## src/rtl/ustep_pkg.sv

```systemverilog
`timescale 1ns / 1ps
`default_nettype none

package ustep_pkg;

    // Frame store geometry
    localparam int FRAME_CAPACITY = 32;
    localparam int IDX_W          = $clog2(FRAME_CAPACITY);
    localparam int LEN_W          = $clog2(FRAME_CAPACITY + 1);

    // Serial divider
    localparam int DIV_W     = 32;
    localparam int DIV_CNT_W = $clog2(DIV_W);

    // Characters
    localparam logic [7:0] CH_TERM  = 8'h40;  // '@'
    localparam logic [7:0] CH_ZERO  = 8'h30;  // '0'
    localparam logic [7:0] CH_ONE   = 8'h31;  // '1'
    localparam logic [7:0] CH_FREQ  = 8'h66;  // 'f'
    localparam logic [7:0] CH_PULSE = 8'h70;  // 'p'
    localparam logic [7:0] CH_DIR   = 8'h64;  // 'd'
    localparam logic [7:0] CH_EN    = 8'h65;  // 'e'

    // Event codes
    localparam logic [2:0] EV_TIMER   = 3'd0;
    localparam logic [2:0] EV_DIR     = 3'd1;
    localparam logic [2:0] EV_EN      = 3'd2;
    localparam logic [2:0] EV_PULSES  = 3'd3;
    localparam logic [2:0] EV_ZERO    = 3'd4;
    localparam logic [2:0] EV_UNKNOWN = 3'd5;

    // Prescaler choices
    localparam logic [11:0] PSC_FAST = 12'd0;
    localparam logic [11:0] PSC_MID  = 12'd7;
    localparam logic [11:0] PSC_SLOW = 12'd4095;

    // Digit positions
    localparam logic [3:0] POS_FIRST      = 4'd1;
    localparam logic [3:0] POS_FREQ_LAST  = 4'd6;
    localparam logic [3:0] POS_PULSE_LAST = 4'd9;

    // Register map
    localparam int          ADDR_W   = 4;
    localparam logic [1:0]  REG_BASE = 2'd0;
    localparam logic [1:0]  REG_FAST = 2'd1;
    localparam logic [1:0]  REG_SLOW = 2'd2;
    localparam logic [31:0] BASE_RST = 32'd16000000;
    localparam logic [31:0] FAST_RST = 32'd10000;
    localparam logic [31:0] SLOW_RST = 32'd100;
    localparam logic [31:0] PULSE_RST = 32'd1000;

    typedef struct packed {
        logic       wr_en;
        logic       clear;
        logic [7:0] data;
    } frame_ctl_t;

endpackage

`default_nettype wire

```

## src/rtl/ustep_frame.sv

```systemverilog
`timescale 1ns / 1ps
`default_nettype none

module ustep_frame
    import ustep_pkg::*;
(
    input  wire logic             clk,
    input  wire logic             rst_n,
    input  wire frame_ctl_t       ctl,
    input  wire logic [IDX_W-1:0] rd_addr,
    output logic      [7:0]       rd_data,
    output logic      [7:0]       head0,
    output logic      [7:0]       head1,
    output logic      [LEN_W-1:0] length
);

    logic [7:0]       store_reg [FRAME_CAPACITY];
    logic [LEN_W-1:0] len_reg;
    logic             room;

    assign room = (len_reg < LEN_W'(FRAME_CAPACITY));

    // Bytes past the capacity are dropped; '@' resets the length only
    always_ff @(posedge clk or negedge rst_n)
    begin
        if (!rst_n)
        begin
            len_reg <= '0;
            for (int i = 0; i < FRAME_CAPACITY; i++)
            begin
                store_reg[i] <= '0;
            end
        end
        else if (ctl.clear)
        begin
            len_reg <= '0;
        end
        else if (ctl.wr_en && room)
        begin
            store_reg[len_reg[IDX_W-1:0]] <= ctl.data;
            len_reg                       <= len_reg + 1'b1;
        end
    end

    assign rd_data = store_reg[rd_addr];
    assign head0   = store_reg[0];
    assign head1   = store_reg[1];
    assign length  = len_reg;

    a_len_cap : assert property (@(posedge clk) disable iff (!rst_n)
        len_reg <= LEN_W'(FRAME_CAPACITY))
        else $error("frame length beyond capacity");

endmodule

`default_nettype wire

```

## src/rtl/ustep_div.sv

```systemverilog
`timescale 1ns / 1ps
`default_nettype none

// Restoring divider, one quotient bit per cycle
module ustep_div
    import ustep_pkg::*;
(
    input  wire logic             clk,
    input  wire logic             rst_n,
    input  wire logic             start,
    input  wire logic [DIV_W-1:0] dividend,
    input  wire logic [DIV_W-1:0] divisor,
    output logic                  done,
    output logic      [DIV_W-1:0] quotient
);

    logic                 busy_reg;
    logic                 done_reg;
    logic [DIV_CNT_W-1:0] cnt_reg;
    logic [DIV_W-1:0]     rem_reg;
    logic [DIV_W-1:0]     quo_reg;
    logic [DIV_W-1:0]     dvs_reg;
    logic [DIV_W:0]       shifted;
    logic [DIV_W:0]       rem_next;
    logic                 ge;

    assign shifted  = {rem_reg, quo_reg[DIV_W-1]};
    assign ge       = (shifted >= {1'b0, dvs_reg});
    assign rem_next = ge ? (shifted - {1'b0, dvs_reg}) : shifted;

    always_ff @(posedge clk or negedge rst_n)
    begin
        if (!rst_n)
        begin
            busy_reg <= 1'b0;
            done_reg <= 1'b0;
            cnt_reg  <= '0;
        end
        else
        begin
            done_reg <= busy_reg && (cnt_reg == DIV_CNT_W'(DIV_W - 1));
            if (start)
            begin
                busy_reg <= 1'b1;
                cnt_reg  <= '0;
            end
            else if (busy_reg)
            begin
                cnt_reg <= cnt_reg + 1'b1;
                if (cnt_reg == DIV_CNT_W'(DIV_W - 1))
                begin
                    busy_reg <= 1'b0;
                end
            end
        end
    end

    always_ff @(posedge clk)
    begin
        if (start)
        begin
            rem_reg <= '0;
            quo_reg <= dividend;
            dvs_reg <= divisor;
        end
        else if (busy_reg)
        begin
            rem_reg <= rem_next[DIV_W-1:0];
            quo_reg <= {quo_reg[DIV_W-2:0], ge};
        end
    end

    assign done     = done_reg;
    assign quotient = quo_reg;

    a_done_end : assert property (@(posedge clk) disable iff (!rst_n)
        done_reg |-> ($past(busy_reg) && !busy_reg))
        else $error("divider done without finishing a run");

endmodule

`default_nettype wire

```

## src/rtl/uart_step_pulse_command_decoder.sv

```systemverilog
`timescale 1ns / 1ps
`default_nettype none

// Channel   Dir  Handshake                 Payload
// s_axis    in   s_tvalid / s_tready       s_tdata[7:0]   rx_byte
// m_axis    out  m_tvalid / m_tready       m_tdata[111:0] event result
// apb       in   psel, penable, pwrite     paddr[3:0], pwdata / prdata (32)
//
// A byte other than '@' is taken and stored (dropped once the frame store is
// full). '@' ends the frame; with two or more bytes stored the command runs:
// 'd', 'e' and unknown commands go straight to the result, 'p' reads nine
// digits, one a cycle, and 'f' reads six digits, picks the prescaler, runs the
// 32-step serial divide (skipped for a zero frequency) and gives the result.
// s_tready is low while a command runs. A finished result waits in the output
// register while new bytes are taken; the next command stalls in its last
// state until that register is free. Reset is asynchronous and needs no
// clearing pass.
module uart_step_pulse_command_decoder
    import ustep_pkg::*;
(
    input  wire logic              clk,
    input  wire logic              rst_n,
    // input stream
    input  wire logic              s_tvalid,
    output logic                   s_tready,
    input  wire logic [7:0]        s_tdata,   // [7:0] rx_byte
    // result stream
    output logic                   m_tvalid,
    input  wire logic              m_tready,
    output logic      [111:0]      m_tdata,   // [2:0] event_code, [14:3] prescaler,
                                              // [46:15] reload, [77:47] compare_half,
                                              // [109:78] pulse_countdown,
                                              // [110] direction_level,
                                              // [111] enable_level
    // configuration
    input  wire logic              psel,
    input  wire logic              penable,
    input  wire logic              pwrite,
    input  wire logic [ADDR_W-1:0] paddr,
    input  wire logic [31:0]       pwdata,
    output logic      [31:0]       prdata,
    output logic                   pready
);

    typedef enum logic [2:0] {
        S_IDLE,
        S_DIGITS,
        S_PRESCALE,
        S_DIVIDE,
        S_RESULT
    } state_t;

    // ------------------------------------------------------------------
    // Configuration registers
    // ------------------------------------------------------------------
    logic [31:0] base_reg;
    logic [31:0] fast_reg;
    logic [31:0] slow_reg;
    logic        cfg_wr;

    assign pready = 1'b1;
    assign cfg_wr = psel && penable && pwrite && pready;

    always_ff @(posedge clk or negedge rst_n)
    begin
        if (!rst_n)
        begin
            base_reg <= BASE_RST;
            fast_reg <= FAST_RST;
            slow_reg <= SLOW_RST;
        end
        else if (cfg_wr)
        begin
            unique case (paddr[3:2])
                REG_BASE: base_reg <= pwdata;
                REG_FAST: fast_reg <= pwdata;
                REG_SLOW: slow_reg <= pwdata;
                default:  ;  // no register here
            endcase
        end
    end

    always_comb
    begin
        unique case (paddr[3:2])
            REG_BASE: prdata = base_reg;
            REG_FAST: prdata = fast_reg;
            REG_SLOW: prdata = slow_reg;
            default:  prdata = '0;
        endcase
    end

    // ------------------------------------------------------------------
    // Frame store
    // ------------------------------------------------------------------
    frame_ctl_t       frame_ctl;
    logic [7:0]       rd_data;
    logic [7:0]       head0;
    logic [7:0]       head1;
    logic [LEN_W-1:0] frame_len;

    state_t      state_reg,     state_next;
    logic [31:0] acc_reg,       acc_next;
    logic [3:0]  pos_reg,       pos_next;
    logic        is_freq_reg,   is_freq_next;
    logic [2:0]  code_reg,      code_next;
    logic [11:0] psc_reg,       psc_next;
    logic [31:0] reload_reg,    reload_next;
    logic [31:0] pulse_reg,     pulse_next;
    logic        dir_reg,       dir_next;
    logic        en_reg,        en_next;
    logic        m_valid_reg,   m_valid_next;
    logic [2:0]  out_code_reg,  out_code_next;
    logic [11:0] out_psc_reg,   out_psc_next;
    logic [31:0] out_reload_reg, out_reload_next;
    logic [30:0] out_half_reg,  out_half_next;
    logic [31:0] out_count_reg, out_count_next;
    logic        out_dir_reg,   out_dir_next;
    logic        out_en_reg,    out_en_next;

    logic        accept;
    logic        is_term;
    logic [31:0] digit;
    logic [31:0] acc_sum;
    logic [3:0]  pos_last;
    logic [11:0] psc_sel;
    logic [31:0] dividend;
    logic        div_start;
    logic        div_done;
    logic [31:0] div_quo;
    logic        out_free;

    assign s_tready = (state_reg == S_IDLE);
    assign accept   = s_tvalid && s_tready;
    assign is_term  = (s_tdata == CH_TERM);

    assign frame_ctl.wr_en = accept && !is_term;
    assign frame_ctl.clear = accept && is_term;
    assign frame_ctl.data  = s_tdata;

    ustep_frame u_frame (
        .clk     (clk),
        .rst_n   (rst_n),
        .ctl     (frame_ctl),
        .rd_addr (IDX_W'(pos_reg)),
        .rd_data (rd_data),
        .head0   (head0),
        .head1   (head1),
        .length  (frame_len)
    );

    // ------------------------------------------------------------------
    // Digit accumulate (wraps modulo 2^32) and prescaler pick
    // ------------------------------------------------------------------
    assign digit    = {24'd0, rd_data} - {24'd0, CH_ZERO};
    assign acc_sum  = (acc_reg << 3) + (acc_reg << 1) + digit;
    assign pos_last = is_freq_reg ? POS_FREQ_LAST : POS_PULSE_LAST;

    always_comb
    begin
        if (acc_reg > fast_reg)
        begin
            psc_sel  = PSC_FAST;
            dividend = base_reg;
        end
        else if (acc_reg > slow_reg)
        begin
            psc_sel  = PSC_MID;
            dividend = base_reg >> 3;
        end
        else
        begin
            psc_sel  = PSC_SLOW;
            dividend = base_reg >> 12;
        end
    end

    assign div_start = (state_reg == S_PRESCALE) && (acc_reg != '0);

    ustep_div u_div (
        .clk      (clk),
        .rst_n    (rst_n),
        .start    (div_start),
        .dividend (dividend),
        .divisor  (acc_reg),
        .done     (div_done),
        .quotient (div_quo)
    );

    // ------------------------------------------------------------------
    // Sequencer
    // ------------------------------------------------------------------
    assign out_free = !m_valid_reg || m_tready;

    always_comb
    begin
        state_next      = state_reg;
        acc_next        = acc_reg;
        pos_next        = pos_reg;
        is_freq_next    = is_freq_reg;
        code_next       = code_reg;
        psc_next        = psc_reg;
        reload_next     = reload_reg;
        pulse_next      = pulse_reg;
        dir_next        = dir_reg;
        en_next         = en_reg;
        m_valid_next    = m_valid_reg && !m_tready;
        out_code_next   = out_code_reg;
        out_psc_next    = out_psc_reg;
        out_reload_next = out_reload_reg;
        out_half_next   = out_half_reg;
        out_count_next  = out_count_reg;
        out_dir_next    = out_dir_reg;
        out_en_next     = out_en_reg;

        unique case (state_reg)
            S_IDLE:
            begin
                if (accept && is_term && (frame_len > LEN_W'(1)))
                begin
                    acc_next = '0;
                    pos_next = POS_FIRST;
                    unique case (head0)
                        CH_FREQ:
                        begin
                            is_freq_next = 1'b1;
                            state_next   = S_DIGITS;
                        end
                        CH_PULSE:
                        begin
                            is_freq_next = 1'b0;
                            state_next   = S_DIGITS;
                        end
                        CH_DIR:
                        begin
                            // '1' drives the pin low, '0' drives it high
                            if (head1 == CH_ONE)
                            begin
                                dir_next = 1'b0;
                            end
                            else if (head1 == CH_ZERO)
                            begin
                                dir_next = 1'b1;
                            end
                            code_next  = EV_DIR;
                            state_next = S_RESULT;
                        end
                        CH_EN:
                        begin
                            if (head1 == CH_ONE)
                            begin
                                en_next = 1'b0;
                            end
                            else if (head1 == CH_ZERO)
                            begin
                                en_next = 1'b1;
                            end
                            code_next  = EV_EN;
                            state_next = S_RESULT;
                        end
                        default:
                        begin
                            code_next  = EV_UNKNOWN;
                            state_next = S_RESULT;
                        end
                    endcase
                end
            end
            S_DIGITS:
            begin
                acc_next = acc_sum;
                pos_next = pos_reg + 1'b1;
                if (pos_reg == pos_last)
                begin
                    if (is_freq_reg)
                    begin
                        state_next = S_PRESCALE;
                    end
                    else
                    begin
                        pulse_next = acc_sum;
                        code_next  = EV_PULSES;
                        state_next = S_RESULT;
                    end
                end
            end
            S_PRESCALE:
            begin
                if (acc_reg == '0)
                begin
                    code_next  = EV_ZERO;
                    state_next = S_RESULT;
                end
                else
                begin
                    psc_next   = psc_sel;
                    code_next  = EV_TIMER;
                    state_next = S_DIVIDE;
                end
            end
            S_DIVIDE:
            begin
                if (div_done)
                begin
                    reload_next = div_quo;
                    state_next  = S_RESULT;
                end
            end
            S_RESULT:
            begin
                if (out_free)
                begin
                    m_valid_next  = 1'b1;
                    out_code_next = code_reg;
                    out_dir_next  = dir_reg;
                    out_en_next   = en_reg;
                    if (code_reg == EV_TIMER)
                    begin
                        out_psc_next    = psc_reg;
                        out_reload_next = reload_reg;
                        out_half_next   = reload_reg[31:1];
                        out_count_next  = pulse_reg - 32'd1;
                    end
                    else
                    begin
                        out_psc_next    = '0;
                        out_reload_next = '0;
                        out_half_next   = '0;
                        out_count_next  = '0;
                    end
                    state_next = S_IDLE;
                end
            end
            default:
            begin
                state_next = S_IDLE;
            end
        endcase
    end

    always_ff @(posedge clk or negedge rst_n)
    begin
        if (!rst_n)
        begin
            state_reg      <= S_IDLE;
            acc_reg        <= '0;
            pos_reg        <= POS_FIRST;
            is_freq_reg    <= 1'b0;
            code_reg       <= EV_UNKNOWN;
            psc_reg        <= '0;
            reload_reg     <= '0;
            pulse_reg      <= PULSE_RST;
            dir_reg        <= 1'b0;
            en_reg         <= 1'b0;
            m_valid_reg    <= 1'b0;
            out_code_reg   <= EV_UNKNOWN;
            out_psc_reg    <= '0;
            out_reload_reg <= '0;
            out_half_reg   <= '0;
            out_count_reg  <= '0;
            out_dir_reg    <= 1'b0;
            out_en_reg     <= 1'b0;
        end
        else
        begin
            state_reg      <= state_next;
            acc_reg        <= acc_next;
            pos_reg        <= pos_next;
            is_freq_reg    <= is_freq_next;
            code_reg       <= code_next;
            psc_reg        <= psc_next;
            reload_reg     <= reload_next;
            pulse_reg      <= pulse_next;
            dir_reg        <= dir_next;
            en_reg         <= en_next;
            m_valid_reg    <= m_valid_next;
            out_code_reg   <= out_code_next;
            out_psc_reg    <= out_psc_next;
            out_reload_reg <= out_reload_next;
            out_half_reg   <= out_half_next;
            out_count_reg  <= out_count_next;
            out_dir_reg    <= out_dir_next;
            out_en_reg     <= out_en_next;
        end
    end

    assign m_tvalid = m_valid_reg;
    assign m_tdata  = {out_en_reg, out_dir_reg, out_count_reg, out_half_reg,
                       out_reload_reg, out_psc_reg, out_code_reg};

    // ------------------------------------------------------------------
    // Checks
    // ------------------------------------------------------------------
    a_div_in_state : assert property (@(posedge clk) disable iff (!rst_n)
        div_done |-> (state_reg == S_DIVIDE))
        else $error("divider finished outside the divide state");

    a_result_src : assert property (@(posedge clk) disable iff (!rst_n)
        $rose(m_valid_reg) |-> $past(state_reg == S_RESULT))
        else $error("result raised outside the result state");

    a_timer_fields : assert property (@(posedge clk) disable iff (!rst_n)
        (m_valid_reg && (out_code_reg != EV_TIMER))
            |-> ((out_reload_reg == '0) && (out_psc_reg == '0) && (out_count_reg == '0)))
        else $error("timer fields set on a non-timer item");

endmodule

`default_nettype wire
```

## config.mk

```make
export PLATFORM = sky130hd
export DESIGN_NAME = uart_step_pulse_command_decoder
export DESIGN_NICKNAME = d
export VERILOG_FILES = /design/src/rtl/ustep_pkg.sv /design/src/rtl/ustep_frame.sv /design/src/rtl/ustep_div.sv /design/src/rtl/uart_step_pulse_command_decoder.sv
export SDC_FILE = /design/constraint.sdc
export NUM_CORES = 1
export LEC_CHECK = 0
export ABC_CLOCK_PERIOD_IN_PS = 9600
export BUFFER_PORTS_ARGS = -buffer_cell sky130_fd_sc_hd__buf_2
export CORE_ASPECT_RATIO = 0.7
export CORE_MARGIN = 8
export CORE_UTILIZATION = 35
export CTS_CLUSTER_DIAMETER = 80
export DETAILED_ROUTE_END_ITERATION = 7
export PLACE_DENSITY = 0.54
export SYNTH_ARGS = -nofsm -noshare
export SYNTH_HDL_FRONTEND = slang
export SYNTH_HIERARCHICAL = 1
export SYNTH_SLANG_ARGS = --single-unit
```

## constraint.sdc

```tcl
create_clock -name clk -period 9.6 [get_ports clk]
set_input_delay 0.96 -clock clk [delete_from_list [all_inputs] [get_ports clk]]
set_output_delay 0.96 -clock clk [all_outputs]
set_load 0.02 [all_outputs]
```

==> impl_metrics.csv, run 1 <==
group,metric,value,unit
run_status,status,"finished, final reports clean",
placed_design,placed_cells,4289,
detailed_routing,drc_errors,0,
floorplan,start_util,35.2,%
floorplan,die_h,278,um
cts,cts_post_setup_buffers_inserted,0,
floorplan,die_area,108000,um2
hold_path,hold_class,"in -> async",
critical_path,crit_fanout,41,
logic_synthesis,synth_edf_count,64,
cts,cts.path.max_buffers,3,
sta,post-route-min-period,6.70,ns
layout,instances_no_fill,4417,
critical_path,r2r_end,"pulse_reg[28]$_DFFE_PN0P_",
sta,period_share,69.8,%
global_route,grt_max_degree,136,
logic_synthesis,ys_warn_count,6,
placed_design,numPortBuffers,194,
critical_path,endpoint_kind,"register",
layout,fill_cells,9440,
sta,final.setup.tns,0,ns
detailed_routing,wirelength,97900,um
cts,cts_resized,0,
sta,slew_headroom,11.3,%
cts,tritoncts,"done",
power_and_ir_drop,ir_drop,0.000105,V
critical_path,required,10.10,ns
cts,cts.clk_slew.worst_paths,0.06,ns
critical_path,path_class,"reg -> reg",
cts,h-tree-depth,3,
logic_synthesis,synth-seq-area-share,47.5,%
layout,drive_gt1_share,28.7,%
critical_path,worst_r2r_path_depth,18,
power_and_ir_drop,power.density,164,nW/um2
sta,fmax,149,MHz
cts,cts_buffers,69,
critical_path,cp.arrival,7.20,ns
critical_path,critPathLaunchType,"register",
layout,syn_to_final_growth,12.6,%
sta,worst_pin_slew,1.33,ns
global_route,grt_pass1_vias,23200,
global_route,grt_busiest_layer,"met1",
placed_design,dpl.hpwl,69400,um
detailed_routing,vias,23400,
global_route,met1_usage,28.3,%
placed_design,gp_congestion,0.873,
cts,worstSkewPairLatency,0.66,ns
floorplan,die_w,390,um
layout,most-common-layout-cells,"520 x dfrtp_1, 403 x mux2_2, 258 x nand2_1",
critical_path,r2r_start,"pos_reg[1]$_DFFE_PN0P_",
logic_synthesis,syn_inst,2944,
placed_design,place_area,36300,um2
detailed_routing,drt_iter0_drc,1863,
sta,setup_slack,2.90,ns
floorplan,pin_count,198,
layout,postLayoutCellArea,38600,um2
power_and_ir_drop,p_leak,17.6,nW
sta,setup-violations-final,0,
floorplan,core,97500,um2
logic_synthesis,syn_avg_cell_area,11.7,um2
logic_synthesis,syn_area,34300,um2
flow_run,timing.max_cap.violations,0,
placed_design,pre_cts_slack,2.85,ns
critical_path,reg2reg_slack,2.90,ns
detailed_routing,viasPerCell,5.29,
sta,hold_viol,0,
global_route,grt_use_met3,5.25,%
detailed_routing,drtAntennaViolNets,0,
logic_synthesis,synth_nets,3161,
layout,largest_reg_flops,240,
detailed_routing,post_drt_wl_per_cell,22.2,um
global_route,antenna_found_initial,9,
floorplan,rows,96,
layout,layout.nets,3254,
sta,finClkSkew,0.0325,ns
sta,rsz0062_at_grt,"false",
global_route,grt-ovfl-total,0,
logic_synthesis,synth_seq_cells,644,
global_route,grt_pass1_wl,150000,um
sta,maxSlewViolCount,0,
logic_synthesis,synth_flop_cell,"dfrtp_1",
cts,ctsHoldBuffers,0,
layout,fin_util,39.6,%
logic_synthesis,synthArstFlopShare,85.1,%
global_route,use_met2,23.5,%
layout,layout_commonest_cell,"dfrtp_1",
logic_synthesis,ys_types,88,
cts,cts_root_buf,"clkbuf_16",
detailed_routing,first_pass_iters,5,
cts,cts_sinks,644,
global_route,track_usage,17.8,%
where the power goes:
part	leakage (nW)	switching, mW	total (mW)	internal (mW)
sequential	7.91	0.115	2.97	2.85
clock	1.13	1.18	2.76	1.58
combinational	8.58	0.362	0.598	0.236
cell usage after synthesis (all sizes together) (7+ instances only):
master    n  share of area [%]
o21ai   233                3.4
mux2i    69                2.0
dfstp    26                2.0
o211ai    7               0.15
o21bai    9               0.20
xnor2    43                1.1
mux4     80                5.3
nor3b    12               0.30
nand2   258                2.8
ha      136                5.0
nand3b    8               0.18
nand3    44               0.64
nor2b    20               0.36
nor2    112                1.2
a31oi    15               0.27
fa       30                1.8
clkbuf  117                1.3
and2      9               0.17
nor3     34               0.51
a22o     48                1.2
nand4    29               0.55
a21o     58                1.3
nor4     23               0.50
mux2    403                 13
buf      99                1.9
nand2b   22               0.40
edfxtp   64                5.6
or3      11               0.23
a211oi   20               0.45
inv     125                1.4
dfxtp    32                1.9
dfrtp   522                 38
xor2     40                1.0
a21oi    87                1.3
metal layers:
layer	wire length, um	up-vias
li1	-	10800
met1	50400	11900
met2	37900	573
met3	7980	100
met4	1590	6
met5	40	-
critical path: stages, from the launching register on:
cell	delay (ns)
dfrtp_4	1.00
mux4_2	0.63
mux4_2	0.48
mux2_2	0.34
ha_1	0.25
nor3_2	0.13
buf_4	0.38
fa_1	0.49
ha_1	0.39
a21oi_1	0.24
nand2_1	0.08
o21ai_1	0.24
nor3_1	0.11
o31a_1	0.33
a211oi_1	0.58
o21ai_0	0.32
a21oi_1	0.23
xor2_1	0.20
o21ai_0	0.11
final cells by class:
type                            instances  area, um2  area share [%]
Multi-Input combinational cell       1959      16500            42.8
Sequential cell                       644      16300            42.2
Clock buffer                          105       2020            5.24
Tap cell                             1323       1660            4.29
Timing Repair Buffer                  238       1320            3.43
Inverter                              125        469            1.22
Clock inverter                         19        285           0.739
Antenna cell                            4       10.0          0.0259
worst max path at each step:
stage	from	to	slack (ns)	cells past startpoint
final	pos_reg[1]$_DFFE_PN0P_	pulse_reg[28]$_DFFE_PN0P_	2.90	18
after global routing	pos_reg[1]$_DFFE_PN0P_	acc_reg[28]$_DFFE_PN0P_	2.51	18
after CTS	pos_reg[1]$_DFFE_PN0P_	pulse_reg[28]$_DFFE_PN0P_	2.84	18
after detailed placement	pos_reg[1]$_DFFE_PN0P_	acc_reg[28]$_DFFE_PN0P_	2.85	18
after global placement	pos_reg[1]$_DFFE_PN0P_	acc_reg[28]$_DFFE_PN0P_	2.92	18
after floorplan	pos_reg[2]$_DFFE_PN0P_	pulse_reg[27]$_DFFE_PN0P_	1.87	19
metrics by stage:
step / total power, mW / hold WS [ns]
after global placement: 3.61 / 0.460
final: 6.32 / 0.348
after global routing: 6.59 / 0.397
after detailed placement: 3.62 / 0.465
after floorplan: 3.34 / 0.440
after CTS: 6.41 / 0.364
logic make-up (layout without fill, tap and decap cells):
kind of cell               count (synthesis)  after routing  synth area share (%)
muxes                                    552            552                  20.5
AOI/OAI and AO/OA                        535            535                  9.72
and+or+nand+nor                          621            621                  8.86
adders and majority gates                166            166                  6.71
buffers and inverters                    341            487                  4.53
other                                      2              6                0.0219
DFF                                      644            644                  47.5
xor gates and xnor gates                  83             83                  2.12
(Power assumes the default switching activity.)
==> run 2: changes to the inputs <==
Settings changed: ABC_CLOCK_PERIOD_IN_PS 9600 to 6830.
Clock period 9.6 ns to 6.83 ns, I/O delays scaled along.
==> impl_metrics.csv, run 2 (synthesized netlist as in run 1, its figures left out) <==
group,metric,value,unit
sta,slew_headroom,25.1,%
sta,setup-violations-final,0,
global_route,grt_max_degree,150,
cts,cts_buffers,70,
layout,layout_commonest_cell,"dfrtp_1",
sta,worst_pin_slew,1.11,ns
detailed_routing,drc_errors,0,
critical_path,critPathLaunchType,"register",
power_and_ir_drop,power.density,231,nW/um2
layout,syn_to_final_growth,12.9,%
placed_design,place_area,36400,um2
detailed_routing,first_pass_iters,5,
placed_design,numPortBuffers,194,
layout,most-common-layout-cells,"520 x dfrtp_1, 403 x mux2_2, 258 x nand2_1",
power_and_ir_drop,switchingPower,2.33,mW
critical_path,reg2reg_slack,0.66,ns
critical_path,cp.arrival,6.65,ns
critical_path,required,7.30,ns
cts,cts.path.max_buffers,3,
cts,cts_resized,0,
sta,fmax,162,MHz
sta,period_share,90.4,%
layout,layout.nets,3262,
sta,setup_slack,0.655,ns
sta,hold_viol,0,
critical_path,r2r_end,"acc_reg[27]$_DFFE_PN0P_",
critical_path,crit_fanout,30,
global_route,grt_pass1_vias,23000,
detailed_routing,post_drt_wl_per_cell,22.1,um
placed_design,dpl.hpwl,69900,um
power_and_ir_drop,p_int,6.60,mW
cts,cts_root_buf,"clkbuf_16",
sta,rsz0062_at_grt,"false",
power_and_ir_drop,comb_power_share,9.4,%
cts,cts.clk_slew.worst_paths,0.06,ns
detailed_routing,wirelength,97900,um
floorplan,die_w,390,um
flow_run,timing.max_cap.violations,0,
global_route,antenna_found_initial,12,
power_and_ir_drop,sw_frac_of_total,26.1,%
global_route,grt-ovfl-total,0,
critical_path,r2r_start,"pos_reg[1]$_DFFE_PN0P_",
placed_design,placed_cells,4296,
cts,worstSkewPairLatency,0.66,ns
sta,post-route-min-period,6.17,ns
critical_path,endpoint_kind,"register",
sta,maxSlewViolCount,0,
detailed_routing,viasPerCell,5.25,
floorplan,die_h,278,um
sta,final.setup.tns,0,ns
power_and_ir_drop,p_leak,17.7,nW
global_route,track_usage,17.9,%
global_route,grt_pass1_wl,150000,um
layout,instances_no_fill,4428,
detailed_routing,vias,23200,
cts,tritoncts,"done",
critical_path,path_class,"reg -> reg",
cts,ctsHoldBuffers,0,
floorplan,core,97500,um2
sta,finClkSkew,0.0349,ns
cts,h-tree-depth,3,
floorplan,rows,96,
power_and_ir_drop,ir_drop,0.000140,V
detailed_routing,drtAntennaViolNets,0,
power_and_ir_drop,seq_power_share,46.8,%
detailed_routing,drt_iter0_drc,1677,
critical_path,worst_r2r_path_depth,18,
layout,drive_gt1_share,29.0,%
floorplan,die_area,108000,um2
floorplan,start_util,35.2,%
cts,cts_post_setup_buffers_inserted,0,
cts,cts_sinks,644,
layout,fin_util,39.7,%
placed_design,pre_cts_slack,0.614,ns
layout,largest_reg_flops,240,
placed_design,gp_congestion,0.882,
layout,postLayoutCellArea,38700,um2
floorplan,pin_count,198,
power_and_ir_drop,pwr-share-clk,43.8,%
run_status,status,"finished, final reports clean",
hold_path,hold_class,"in -> async",
run 2: power groups by stage:
stage,Clock (mW),Sequential [mW],Combinational [mW]
detailed placement,0,4.24,0.847
global placement,0,4.24,0.837
CTS,4.03,4.17,0.851
finish,3.91,4.18,0.843
floorplan,0,4.16,0.544
global route,4.19,4.19,0.955
run 2: area by class of cell:
type	count	area (um2)
flip-flops and latches	644	16300
multi-input cells	1959	16500
well taps	1323	1660
fillers	9489	58800
diodes	5	12.5
repair buffers	245	1400
inverters	125	469
clock inverters	30	390
clock buffers	97	1950
run 2: through the flow:
stage          total power, mW  hold WS [ns]
2_1_floorplan             4.70         0.387
6_report                  8.93         0.113
3_3_place_gp              5.08         0.462
5_1_grt                   9.34         0.170
4_1_cts                   9.05         0.102
3_5_place_dp              5.09         0.470
run 2: worst max-delay path, stage by stage, from the launching register on:
cell,delay [ns]
dfrtp_4,0.81
mux4_2,0.57
mux4_2,0.53
mux2_2,0.33
ha_1,0.26
nor3_4,0.32
buf_4,0.38
fa_1,0.48
ha_1,0.38
a21oi_1,0.09
o21ai_0,0.30
a21o_1,0.17
a21oi_1,0.06
o31a_1,0.14
or4_1,0.43
a21boi_1,0.20
nor3_1,0.07
a311oi_1,0.33
o21ai_1,0.10
run 2: how the worst max path moves through the flow:
stage,from,depth (start not counted),slack (ns),to
6_report,pos_reg[1]$_DFFE_PN0P_,18,0.66,acc_reg[27]$_DFFE_PN0P_
5_1_grt,pos_reg[1]$_DFFE_PN0P_,18,0.18,acc_reg[27]$_DFFE_PN0P_
4_1_cts,pos_reg[1]$_DFFE_PN0P_,18,0.60,acc_reg[27]$_DFFE_PN0P_
3_5_place_dp,pos_reg[1]$_DFFE_PN0P_,18,0.61,acc_reg[27]$_DFFE_PN0P_
3_3_place_gp,pos_reg[1]$_DFFE_PN0P_,18,0.63,acc_reg[27]$_DFFE_PN0P_
2_1_floorplan,pos_reg[2]$_DFFE_PN0P_,19,0.14,pulse_reg[27]$_DFFE_PN0P_
run 2: metal layers:
layer / share of wire, % / track usage, %
met1: 51 / 28.1
met2: 38 / 23.1
met3: 9.1 / 5.87
met4: 2.4 / 4.50
met5: 0.056 / 0
==> run 3: changes to the inputs <==
Settings changed: CORE_ASPECT_RATIO 0.7 to 0.6, PLACE_DENSITY 0.54 to 0.59.
==> impl_metrics.csv, run 3 (synthesized netlist as in run 1, its figures left out) <==
group,metric,value,unit
cts,ctsHoldBuffers,0,
hold_path,hold_class,"in -> async",
critical_path,cp_cell_sequence,"mux4_2 -> mux4_2 -> mux2_2 -> ha_1 -> nor3_4 -> buf_4 -> fa_1 -> ha_1 -> a21oi_1 -> o21ai_0 -> a21o_1 -> a21oi_1 -> o31a_1 -> or4_1 -> a21boi_1 -> nor3_1 -> a311oi_1 -> o21ai_1",
cts,cts_sinks,644,
cts,cts_buffers,67,
cts,worstSkewPairLatency,0.64,ns
sta,slew_headroom,12.8,%
sta,rsz0062_at_grt,"false",
global_route,grt_pass1_wl,146000,um
floorplan,rows,89,
layout,most-common-layout-cells,"520 x dfrtp_1, 403 x mux2_2, 258 x nand2_1",
critical_path,r2r_end,"acc_reg[27]$_DFFE_PN0P_",
detailed_routing,drt_iter0_drc,1838,
sta,final.setup.tns,0,ns
power_and_ir_drop,p_leak,17.6,nW
layout,syn_to_final_growth,12.6,%
run_status,status,"finished, final reports clean",
sta,setup_slack,0.634,ns
critical_path,required,7.31,ns
global_route,grt-ovfl-total,0,
global_route,track_usage,17.3,%
critical_path,slowest_stage,"dfrtp_4",
sta,fmax,161,MHz
floorplan,pin_count,198,
layout,fill_cells,9481,
layout,instances_no_fill,4418,
detailed_routing,first_pass_iters,5,
placed_design,numPortBuffers,194,
power_and_ir_drop,ir_drop,0.000164,V
layout,largest_reg_flops,240,
floorplan,die_w,420,um
cts,cts_resized,0,
floorplan,start_util,35.1,%
critical_path,reg2reg_slack,0.63,ns
critical_path,critPathLaunchType,"register",
floorplan,die_h,259,um
sta,period_share,90.7,%
floorplan,die_area,109000,um2
detailed_routing,drtAntennaViolNets,0,
sta,setup-violations-final,0,
placed_design,placed_cells,4289,
layout,layout.nets,3256,
critical_path,r2r_start,"pos_reg[1]$_DFFE_PN0P_",
cts,cts.path.max_buffers,3,
sta,worst_pin_slew,1.30,ns
critical_path,path_class,"reg -> reg",
cts,h-tree-depth,3,
power_and_ir_drop,power.density,227,nW/um2
critical_path,crit_family,"compound AO/OA/AOI/OAI gates",
cts,cts_root_buf,"clkbuf_16",
placed_design,pre_cts_slack,0.596,ns
critical_path,crit_buf_inv,1,
detailed_routing,vias,23300,
critical_path,worst_r2r_path_depth,18,
cts,cts_post_setup_buffers_inserted,0,
placed_design,gp_congestion,0.860,
critical_path,slowest_delay,0.69,ns
detailed_routing,viasPerCell,5.28,
global_route,antenna_found_initial,6,
cts,tritoncts,"done",
critical_path,endpoint_kind,"register",
detailed_routing,post_drt_wl_per_cell,21.6,um
flow_run,timing.max_cap.violations,0,
placed_design,dpl.hpwl,67700,um
critical_path,crit_fanout,20,
critical_path,cp.arrival,6.68,ns
sta,maxSlewViolCount,0,
global_route,grt_max_degree,165,
floorplan,core,97800,um2
global_route,grt_pass1_vias,22600,
layout,layout_commonest_cell,"dfrtp_1",
sta,hold_viol,0,
detailed_routing,drc_errors,0,
sta,finClkSkew,0.0418,ns
layout,drive_gt1_share,29.0,%
detailed_routing,wirelength,95300,um
sta,post-route-min-period,6.20,ns
cts,cts.clk_slew.worst_paths,0.06,ns
-- run 3: changes by cell type in the layout (fill, tap and decap cells not counted), sizes merged --
cell      previous run  this run
buf                245       242
clkbuf              97        94
clkinv              16        19
clkinvlp             5         2
bufinv               6         4
diode                5         7
-- run 3: worst register-to-register path, delay by kind of cell (launching register included) --
family / cells / cell delay, ns
AOI/OAI and AO/OA: 8 / 1.51
muxes: 3 / 1.47
adders and majority gates: 3 / 1.11
and+or+nand+nor: 3 / 0.86
DFF: 1 / 0.69
buffers and inverters: 1 / 0.41
-- run 3: per-layer routing --
layer	vias to the layer above	part of all wire [%]	track usage, %
met1	11800	52	28.0
met2	669	38	22.1
met5	-	0	0
li1	10800	-	-
met3	98	8.5	5.12
met4	0	1.8	3.32
-- run 3: layout make-up --
type                       count  area (um2)  share of cell area, %
multi-input combinational   1959       16500                   42.8
inverter                     125         469                   1.21
antenna                        7        17.5                 0.0453
tap                         1319        1650                   4.27
clock buffer                  94        1950                   5.05
timing repair buffer         242        1390                   3.60
clock inverter                28         294                  0.761
sequential                   644       16300                   42.2
-- run 3: worst max-delay path by stage --
stage | depth (start not counted) | end | slack, ns | start
2_1_floorplan | 19 | pulse_reg[27]$_DFFE_PN0P_ | 0.14 | pos_reg[2]$_DFFE_PN0P_
3_3_place_gp | 18 | pulse_reg[27]$_DFFE_PN0P_ | 0.67 | pos_reg[1]$_DFFE_PN0P_
3_5_place_dp | 18 | acc_reg[27]$_DFFE_PN0P_ | 0.60 | pos_reg[1]$_DFFE_PN0P_
4_1_cts | 18 | pulse_reg[27]$_DFFE_PN0P_ | 0.58 | pos_reg[1]$_DFFE_PN0P_
5_1_grt | 18 | pulse_reg[27]$_DFFE_PN0P_ | 0.24 | pos_reg[1]$_DFFE_PN0P_
6_report | 18 | acc_reg[27]$_DFFE_PN0P_ | 0.63 | pos_reg[1]$_DFFE_PN0P_
-- run 3: through the flow --
step / total power, mW / util, % / hold slack [ns] / instance area (um2)
2_1_floorplan: 4.70 / - / 0.387 / 34300
3_3_place_gp: 5.04 / 37.2 / 0.460 / 36400
3_5_place_dp: 5.06 / 37.2 / 0.469 / 36400
4_1_cts: 8.87 / 39.5 / 0.0236 / 38600
5_1_grt: 9.14 / 39.5 / 0.0475 / 38600
6_report: 8.76 / 39.5 / 0.0205 / 38600
-- run 3: power breakdown --
group	leakage [nW]	switching, mW	internal [mW]	total [mW]
combinational	8.62	0.498	0.333	0.831
clock	1.11	1.61	2.17	3.77
sequential	7.91	0.144	4.01	4.15
